File: src/hdl/dtnp_pkg.sv
// types and constants shared by the decimal text parser modules
`timescale 1ns / 1ps

package dtnp_pkg;

  localparam logic [15:0] CH_MINUS   = 16'd45;
  localparam logic [15:0] CH_DASH    = 16'd150;
  localparam logic [15:0] CH_BLANK   = 16'd32;
  localparam logic [15:0] CH_POINT   = 16'd46;
  localparam logic [15:0] CH_ZERO    = 16'd48;
  localparam logic [15:0] CH_NINE    = 16'd57;
  localparam logic [15:0] CH_DOLLAR  = 16'd36;
  localparam logic [15:0] CH_POUND   = 16'd163;
  localparam logic [15:0] CH_CURRENCY = 16'd164;
  localparam logic [15:0] CH_YEN     = 16'd165;
  localparam logic [15:0] CH_EURO    = 16'd8364;
  localparam logic [15:0] CH_COMMA   = 16'd44;
  localparam logic [15:0] CH_PERCENT = 16'd37;
  localparam logic [15:0] CH_CENT    = 16'd162;

  localparam logic [1:0] ST_OK       = 2'd0;
  localparam logic [1:0] ST_REJECTED = 2'd1;
  localparam logic [1:0] ST_OVERFLOW = 2'd2;

  localparam logic [62:0] ACC_MAX   = {63{1'b1}};
  localparam logic [7:0]  SCALE_MAX = 8'd255;

  typedef struct packed {
    logic [62:0] acc;
    logic        neg;
    logic [1:0]  points;
    logic [7:0]  scale;
    logic        closed;
    logic        rejected;
    logic        overflow;
  } parse_state_t;

  typedef struct packed {
    logic signed [63:0] mantissa;
    logic [7:0]         decimal_scale;
    logic [1:0]         status;
  } parse_result_t;

endpackage

File: src/hdl/dtnp_if.sv
// handshake interfaces for the character input and the parsed number output
`timescale 1ns / 1ps

interface dtnp_in_if;
  logic        valid;
  logic        ready;
  logic [15:0] char_code;
  logic        last;
  logic        is_empty;

  modport source (output valid, output char_code, output last, output is_empty, input ready);
  modport sink (input valid, input char_code, input last, input is_empty, output ready);
endinterface

interface dtnp_out_if;
  logic               valid;
  logic               ready;
  logic signed [63:0] mantissa;
  logic [7:0]         decimal_scale;
  logic [1:0]         status;

  modport source (output valid, output mantissa, output decimal_scale, output status,
                  input ready);
  modport sink (input valid, input mantissa, input decimal_scale, input status,
                output ready);
endinterface

File: src/hdl/decimal_text_number_parser_core.sv
// Decimal text parser: one 16-bit character per cycle in, one number per string out.
// Characters are taken one per clock except while stalled as below. Each accepted character is
// held in an input register, the parse state is updated from it by a single
// multiply-by-ten-and-add step, and on the last character (or an empty-string marker)
// the signed mantissa, decimal scale and status go to an output register. The input side
// keeps taking characters while a result waits; it stalls only when a new result is due and
// the output register still holds an untaken one.
`timescale 1ns / 1ps

module decimal_text_number_parser_core #(
  parameter int POSITION_WIDTH = 16
) (
  input  logic clk_i,
  input  logic rst_ni,
  dtnp_in_if.sink    in_i,
  dtnp_out_if.source out_o
);
  import dtnp_pkg::*;

  // input register
  logic        in_vld_q;
  logic [15:0] char_q;
  logic        last_q;
  logic        empty_q;

  parse_state_t              state_q, state_d;
  logic [POSITION_WIDTH-1:0] pos_q, pos_d;
  logic [POSITION_WIDTH-1:0] blank_q, blank_d;

  logic          out_vld_q;
  parse_result_t res_q;
  parse_result_t res_d;
  logic          emit;
  logic          s1_fire;
  logic          s1_free;

  dtnp_step #(
    .POSITION_WIDTH(POSITION_WIDTH)
  ) u_step (
    .state_i    (state_q),
    .pos_i      (pos_q),
    .blank_i    (blank_q),
    .char_code_i(char_q),
    .last_i     (last_q),
    .is_empty_i (empty_q),
    .state_o    (state_d),
    .pos_o      (pos_d),
    .blank_o    (blank_d),
    .emit_o     (emit),
    .result_o   (res_d)
  );

  // the held character moves on unless its result would find the output full
  assign s1_fire = in_vld_q && (!emit || !out_vld_q || out_o.ready);
  assign s1_free = !in_vld_q || s1_fire;
  assign in_i.ready = s1_free;

  always_ff @(posedge clk_i or negedge rst_ni) begin
    if (!rst_ni) begin
      in_vld_q <= 1'b0;
    end else if (s1_free) begin
      in_vld_q <= in_i.valid;
    end
  end

  always_ff @(posedge clk_i) begin
    if (in_i.valid && s1_free) begin
      char_q  <= in_i.char_code;
      last_q  <= in_i.last;
      empty_q <= in_i.is_empty;
    end
  end

  always_ff @(posedge clk_i or negedge rst_ni) begin
    if (!rst_ni) begin
      state_q <= '0;
      pos_q   <= '0;
      blank_q <= '0;
    end else if (s1_fire) begin
      state_q <= state_d;
      pos_q   <= pos_d;
      blank_q <= blank_d;
    end
  end

  always_ff @(posedge clk_i or negedge rst_ni) begin
    if (!rst_ni) begin
      out_vld_q <= 1'b0;
    end else if (s1_fire && emit) begin
      out_vld_q <= 1'b1;
    end else if (out_o.ready) begin
      out_vld_q <= 1'b0;
    end
  end

  always_ff @(posedge clk_i) begin
    if (s1_fire && emit) begin
      res_q <= res_d;
    end
  end

  assign out_o.valid         = out_vld_q;
  assign out_o.mantissa      = res_q.mantissa;
  assign out_o.decimal_scale = res_q.decimal_scale;
  assign out_o.status        = res_q.status;

  a_status_code: assert property (@(posedge clk_i) disable iff (!rst_ni)
    out_vld_q |-> (res_q.status == ST_OK || res_q.status == ST_REJECTED ||
                   res_q.status == ST_OVERFLOW))
    else $error("undefined status code on output");

  a_reject_zero: assert property (@(posedge clk_i) disable iff (!rst_ni)
    (out_vld_q && res_q.status == ST_REJECTED) |->
      (res_q.mantissa == '0 && res_q.decimal_scale == '0))
    else $error("rejected string with nonzero value");

  a_overflow_sat: assert property (@(posedge clk_i) disable iff (!rst_ni)
    (out_vld_q && res_q.status == ST_OVERFLOW) |->
      (res_q.mantissa == {1'b0, ACC_MAX} || res_q.mantissa == -{1'b0, ACC_MAX}))
    else $error("overflow status without saturated mantissa");

  a_clear_after_result: assert property (@(posedge clk_i) disable iff (!rst_ni)
    (s1_fire && emit) |=> (state_q == '0 && pos_q == '0 && blank_q == '0))
    else $error("parse state not cleared after result");

  a_result_taken: assert property (@(posedge clk_i) disable iff (!rst_ni)
    (s1_fire && emit) |=> out_vld_q)
    else $error("result lost at output register");

endmodule

File: src/hdl/dtnp_step.sv
// per-character parse update and result formation
`timescale 1ns / 1ps

module dtnp_step #(
  parameter int POSITION_WIDTH = 16
) (
  input  dtnp_pkg::parse_state_t    state_i,
  input  logic [POSITION_WIDTH-1:0] pos_i,
  input  logic [POSITION_WIDTH-1:0] blank_i,
  input  logic [15:0]               char_code_i,
  input  logic                      last_i,
  input  logic                      is_empty_i,
  output dtnp_pkg::parse_state_t    state_o,
  output logic [POSITION_WIDTH-1:0] pos_o,
  output logic [POSITION_WIDTH-1:0] blank_o,
  output logic                      emit_o,
  output dtnp_pkg::parse_result_t   result_o
);
  import dtnp_pkg::*;

  parse_state_t              upd;
  logic [POSITION_WIDTH-1:0] pos_upd;
  logic [POSITION_WIDTH-1:0] blank_upd;
  logic [66:0]               acc_x10;
  logic [8:0]                scale_p1;
  logic [8:0]                scale_p2;
  logic [63:0]               magnitude;

  // acc * 10 + digit, overflow shows in the top bits
  assign acc_x10 = ({4'b0, state_i.acc} << 3) + ({4'b0, state_i.acc} << 1)
                   + {63'b0, char_code_i[3:0] - CH_ZERO[3:0]};
  assign scale_p1 = {1'b0, state_i.scale} + 9'd1;
  assign scale_p2 = {1'b0, state_i.scale} + 9'd2;
  assign magnitude = {1'b0, upd.acc};

  always_comb begin
    upd       = state_i;
    pos_upd   = pos_i;
    blank_upd = blank_i;
    if (!state_i.rejected) begin
      case (char_code_i) inside
        CH_MINUS, CH_DASH: begin
          if (pos_i == '0 || pos_i == blank_i) begin
            upd.neg = 1'b1;
          end else begin
            upd.rejected = 1'b1;
          end
        end
        CH_BLANK: begin
          if (blank_i != '1) begin
            blank_upd = blank_i + 1'b1;
          end
          if (state_i.acc != '0 || state_i.neg || state_i.points != 2'd0) begin
            upd.closed = 1'b1;
          end
        end
        CH_POINT: begin
          if (state_i.points != 2'd0) begin
            upd.points   = 2'd2;
            upd.rejected = 1'b1;
          end else begin
            upd.points = 2'd1;
          end
        end
        CH_DOLLAR, CH_POUND, CH_CURRENCY, CH_YEN, CH_EURO, CH_COMMA: begin
        end
        CH_PERCENT, CH_CENT: begin
          upd.closed = 1'b1;
          upd.scale  = scale_p2[8] ? SCALE_MAX : scale_p2[7:0];
        end
        [CH_ZERO:CH_NINE]: begin
          if (state_i.closed) begin
            upd.rejected = 1'b1;
          end else begin
            if (acc_x10[66:63] != 4'd0) begin
              upd.acc      = ACC_MAX;
              upd.overflow = 1'b1;
            end else begin
              upd.acc = acc_x10[62:0];
            end
            if (state_i.points != 2'd0) begin
              upd.scale = scale_p1[8] ? SCALE_MAX : scale_p1[7:0];
            end
          end
        end
        default: begin
          upd.rejected = 1'b1;
        end
      endcase
      if (pos_i != '1) begin
        pos_upd = pos_i + 1'b1;
      end
    end
  end

  always_comb begin
    emit_o   = is_empty_i || last_i;
    result_o = '0;
    if (is_empty_i) begin
      result_o.status = ST_OK;
    end else if (upd.rejected) begin
      result_o.status = ST_REJECTED;
    end else begin
      result_o.mantissa      = upd.neg ? -magnitude : magnitude;
      result_o.decimal_scale = upd.scale;
      result_o.status        = upd.overflow ? ST_OVERFLOW : ST_OK;
    end
    // a finished string leaves the parser cleared for the next one
    if (emit_o) begin
      state_o = '0;
      pos_o   = '0;
      blank_o = '0;
    end else begin
      state_o = upd;
      pos_o   = pos_upd;
      blank_o = blank_upd;
    end
  end

endmodule

File: src/flat_wrapper.sv
// flat-port wrapper written by rule: the top's interface ports become plain ports
module decimal_text_number_parser_core_flat import dtnp_pkg::*;
#(
  parameter int POSITION_WIDTH = 16
)
  (clk_i, rst_ni, in_i_valid, in_i_char_code, in_i_last, in_i_is_empty, in_i_ready, out_o_valid, out_o_mantissa, out_o_decimal_scale, out_o_status, out_o_ready);
  dtnp_in_if in_i_i ();
  dtnp_out_if out_o_i ();
  input  logic clk_i;
  input  logic rst_ni;
  input wire logic [$bits(in_i_i.valid)-1:0] in_i_valid;
  input wire logic [$bits(in_i_i.char_code)-1:0] in_i_char_code;
  input wire logic [$bits(in_i_i.last)-1:0] in_i_last;
  input wire logic [$bits(in_i_i.is_empty)-1:0] in_i_is_empty;
  output wire logic [$bits(in_i_i.ready)-1:0] in_i_ready;
  output wire logic [$bits(out_o_i.valid)-1:0] out_o_valid;
  output wire logic [$bits(out_o_i.mantissa)-1:0] out_o_mantissa;
  output wire logic [$bits(out_o_i.decimal_scale)-1:0] out_o_decimal_scale;
  output wire logic [$bits(out_o_i.status)-1:0] out_o_status;
  input wire logic [$bits(out_o_i.ready)-1:0] out_o_ready;
  assign in_i_i.valid = in_i_valid;
  assign in_i_i.char_code = in_i_char_code;
  assign in_i_i.last = in_i_last;
  assign in_i_i.is_empty = in_i_is_empty;
  assign in_i_ready = in_i_i.ready;
  assign out_o_valid = out_o_i.valid;
  assign out_o_mantissa = out_o_i.mantissa;
  assign out_o_decimal_scale = out_o_i.decimal_scale;
  assign out_o_status = out_o_i.status;
  assign out_o_i.ready = out_o_ready;
  decimal_text_number_parser_core #(.POSITION_WIDTH(POSITION_WIDTH)) u_core (.clk_i(clk_i), .rst_ni(rst_ni), .in_i(in_i_i), .out_o(out_o_i));
endmodule
File: config.mk
export PLATFORM = sky130hd
export DESIGN_NAME = decimal_text_number_parser_core_flat
export DESIGN_NICKNAME = d
export VERILOG_FILES = /design/src/hdl/dtnp_pkg.sv /design/src/hdl/dtnp_if.sv /design/src/hdl/decimal_text_number_parser_core.sv /design/src/hdl/dtnp_step.sv /design/src/flat_wrapper.sv
export SDC_FILE = /design/constraint.sdc
export NUM_CORES = 1
export LEC_CHECK = 0
export BUFFER_PORTS_ARGS = -buffer_cell sky130_fd_sc_hd__buf_2
export CORE_MARGIN = 2
export CORE_UTILIZATION = 68
export DETAILED_ROUTE_END_ITERATION = 10
export PLACE_DENSITY = 0.87
export SETUP_SLACK_MARGIN = 0.05
export SLEW_MARGIN = 5
export SYNTH_ARGS = -nofsm -noshare
export SYNTH_HDL_FRONTEND = slang
export SYNTH_HIERARCHICAL = 1
export SYNTH_SLANG_ARGS = --single-unit
File: constraint.sdc
create_clock -name clk_i -period 15.1 [get_ports clk_i]
set_input_delay 0.755 -clock clk_i [delete_from_list [all_inputs] [get_ports clk_i]]
set_output_delay 0.755 -clock clk_i [all_outputs]
set_load 0.01 [all_outputs]
==> flow_summary_export.csv <==
group,metric,value,unit
synthesis,synth_seq_cells,203,
clock_tree,htreeDepth,1,
sta,fin_crit_sh,0.4292,
synthesis,synth_nets,2494,
critical_path,r2r_start,"u_core/state_q[37]$_DFFE_PN0P_",
synthesis,syn_area,0.01905,mm2
clock_tree,cts_setup_buffers,0,
synthesis,synth_compound_area_frac,0.2080,
sta,finalSetupTns,0,ns
layout,drive_gt1_frac,0.09192,
critical_path,arrival,6.75,ns
synthesis,synth_top_family_by_area,"simple AND/OR/NAND/NOR gates",
die,io_pins,98,
power_and_ir_drop,seq_power_share,0.444,
critical_path,startpoint_type,"register",
sta,tightest_slew,1.093,ns
global_routing,grt_pass1_wl,99.17,mm
route,ant_nets,0,
critical_path,reg2reg_depth,16,
status,status,"finished, final reports clean",
synthesis,ys_top_cells_by_area,"dfrtp_1, edfxtp_1, ha_1",
synthesis,synthCells,2339,
critical_path,crit_family,"simple AND/OR/NAND/NOR gates",
layout,fin_area,0.02040,mm2
critical_path,max_stage_delay,0.89,ns
route,wl_per_cell,23.82,um
hold_path,hold_path.class,"input pin to async pin",
sta,maxSlewViolCount,0,
clock_tree,root_buffer,"clkbuf_16",
sta,setup_viol_count_final,0,
die,die_x,171.4,um
clock_tree,ctsHoldBuffers,0,
die,die_area,0.02937,mm2
global_routing,grt_start_max_net_pins,121,
clock_tree,cts_tree,"yes",
critical_path,cp_cell_sequence,"ha_1 > ha_1 > nand4_1 > nor3_1 > and3_1 > o2111ai_1 > a31oi_1 > nor3_1 > xnor2_2 > and4_1 > o2111ai_1 > nor4b_2 > nand3_1 > o21ai_0 > xor2_1 > nor2_1",
layout,num_antenna_cells,0,
sta,fmax,154.3,MHz
synthesis,syn_avg_cell_area,8.144,um2
critical_path,crit_type,"register to register",
critical_path,critical_path.slowest_cell,"and4_1",
run,drv_cap,0,
power_and_ir_drop,max-vdd-ir-drop,0.07277,mV
route,num_vias,19570,
layout,final_common_cell,"nor2_1",
clock_tree,clk_pin_slew,0.06,ns
layout,nets,2476,
global_routing,grt_pass1_vias,17780,
critical_path,critPathCapture,"u_core/out_o.mantissa[46]$_DFFE_PP_",
sta,slew-limit-headroom,0.2712,
synthesis,synth-seq-area-share,0.2909,
synthesis,synth-async-reset-ratio,0.5468,
route,drtIter0Drc,2823,
power_and_ir_drop,cellPowerDensity,68.92,mW/mm2
route,dr.pass1.iters,6,
synthesis,synthAdderAreaFrac,0.08815,
die,core,0.02771,mm2
power_and_ir_drop,p_sw_frac,0.2627,
placed_design,gp_congestion,1.062,
sta,finClkSkew,0.01135,ns
die,rows,61,
power_and_ir_drop,p_comb_frac,0.086,
critical_path,path_depth,16,
critical_path,critPathMaxFanout,14,
global_routing,grt_antenna_before_repair,0,
die,die_h,171.4,um
route,drc,0,
synthesis,synth_top_flop_cell,"dfrtp_1",
clock_tree,cts.sinks,203,
synthesis,synth_xor_area_frac,0.06798,
synthesis,synth_top_area_share,0.1458,
critical_path,crit_start,"u_core/state_q[37]$_DFFE_PN0P_",
route,vias_per_cell,7.203,
power_and_ir_drop,intPower,0.001037,W
sta,period_needed,6.480,ns
synthesis,synthMuxAreaShare,0.005321,
clock_tree,insertion_delay,0.56,ns
layout,final_cell_mix,"nor2_1, nand2_1, ha_1, a21oi_1, nand2b_1",
synthesis,synth_edf_count,92,
critical_path,crit_required,15.37,ns
critical_path,r2r_setup_slack,8.62,ns
layout,area_delta_synth_final,7.101,%
power_and_ir_drop,p_clk_frac,0.470,
critical_path,critPathBufInv,0,
critical_path,worstReg2RegEnd,"u_core/out_o.mantissa[46]$_DFFE_PP_",
placed_design,placed_area,0.01951,mm2
critical_path,setup.worst_path.end_class,"register",
route,wirelength,64.71,mm
die,start_util,0.6875,
placed_design,place_hpwl,43.96,mm
synthesis,yosys_warnings,6,
power_and_ir_drop,p_switching,0.0003693,W
synthesis,yosysUniqueCellTypes,90,
global_routing,gr-total-overflow,0,
clock_tree,cts.repair.resized,0,
global_routing,grt_usage,0.4305,
sta,rsz0062_at_grt,"false",
sta,finalHoldViolations,0,
power_and_ir_drop,p_leak,8.270,nW
synthesis,synth_largest_area_cell,"dfrtp_1",
clock_tree,cts_buffers,25,
clock_tree,cts.path.max_buffers,3,
synthesis,synth_simple_gate_area_frac,0.2983,
placed_design,portBuffers,97,
==> power groups by stage <==
stage / clock network [W] / registers [W] / logic [W]
6_report: 0.000661 / 0.000624 / 0.000121
5_1_grt: 0.000685 / 0.000626 / 0.000130
4_1_cts: 0.000663 / 0.000623 / 0.000119
3_5_place_dp: 0 / 0.000633 / 0.000118
3_3_place_gp: 0 / 0.000632 / 0.000116
2_1_floorplan: 0 / 0.000626 / 0.0000762
==> per-stage QoR <==
stage	setup slack [ns]	power, W	util	instances	hold WS (ns)
after floorplan	9.599	0.0007023	-	2339	0.4594
after global placement	9.120	0.0007480	0.7042	2672	0.5131
after detailed placement	8.950	0.0007515	0.7042	2672	0.5386
after CTS	8.922	0.001405	0.7364	2717	0.3359
after global routing	8.294	0.001442	0.7364	2717	0.3686
final	8.620	0.001406	0.7364	2717	0.3217
==> worst min-delay path by stage <==
stage                                        startpoint                             end  slack, ns  depth (start not counted)
final                                            rst_ni  u_core/state_q[57]$_DFFE_PN0P_       0.32                          1
after detailed placement  u_core/state_q[0]$_DFFE_PN0P_   u_core/state_q[0]$_DFFE_PN0P_       0.54                          2
after floorplan                                  rst_ni   u_core/blank_q[0]$_DFFE_PN0P_       0.46                          0
after CTS                                        rst_ni   u_core/state_q[9]$_DFFE_PN0P_       0.34                          1
after global placement    u_core/state_q[0]$_DFFE_PN0P_   u_core/state_q[0]$_DFFE_PN0P_       0.51                          2
after global routing                  in_i_char_code[8]      u_core/char_q[8]$_DFFE_PP_       0.37                          1
==> cells in the mapped netlist (all sizes together), types with 12 or more instances <==
cell type  number
nor2          272
a31oi          23
inv            31
o21bai         12
nand4b        111
nand4          56
o21a           21
and2           29
ha            131
nand2         255
o21ai          99
or3            33
a211oi         12
edfxtp         92
a21o           36
buf            42
nor3           60
nand3          40
nand2b        124
xor2           74
o211ai        123
o31ai          19
nor4           26
clkbuf        118
o22a           12
a21oi         132
dfrtp         111
and3           17
o22ai          36
xnor2          73
==> worst reg2reg max path, cell delays in order, from the launching register on <==
cell and delay (ns):
dfrtp_1 0.61, ha_1 0.32, ha_1 0.42, nand4_1 0.22, nor3_1 0.44, and3_1 0.26
o2111ai_1 0.23, a31oi_1 0.26, nor3_1 0.10, xnor2_2 0.34, and4_1 0.89, o2111ai_1 0.28
nor4b_2 0.65, nand3_1 0.52, o21ai_0 0.40, xor2_1 0.20, nor2_1 0.06
==> cell type report <==
| cell class | count | area (um2) |
|---|---|---|
| sequential | 203 | 5548 |
| tap | 378 | 473.0 |
| fill | 2112 | 7305 |
| inverter | 31 | 121.4 |
| multi-input combinational | 1945 | 12740 |
| clock buffer | 29 | 660.6 |
| clock inverter | 16 | 230.2 |
| timing repair buffer | 115 | 623.1 |
==> per-layer routing <==
metal  vias up  global-route usage  part of all wire
li1       8606                   -                 -
met5         -                   0                 0
met3       288             0.08422              0.12
met2      1445              0.6702              0.44
met4         0              0.1920             0.050
met1      9231              0.5816              0.39
==> registers in the layout, summed over array words and instances (netlist names), 2 cells and up <==
name                        flops
u_core/out_o.decimal_scale      8
u_core/state_q                 77
u_core/out_o.status             2
u_core/blank_q                 16
u_core/pos_q                   16
u_core/out_o.mantissa          64
u_core/char_q                  16
==> cells by family (layout without fill, tap and decap cells) <==
logic type / count (synthesis) / after routing
adders and majority gates: 133 / 133
xor gates and xnor gates: 147 / 147
buffers and inverters: 191 / 191
DFF: 203 / 203
AOI/OAI and AO/OA: 587 / 587
and+or+nand+nor: 1068 / 1068
muxes: 10 / 10
Power figures use the tool's default switching activity.
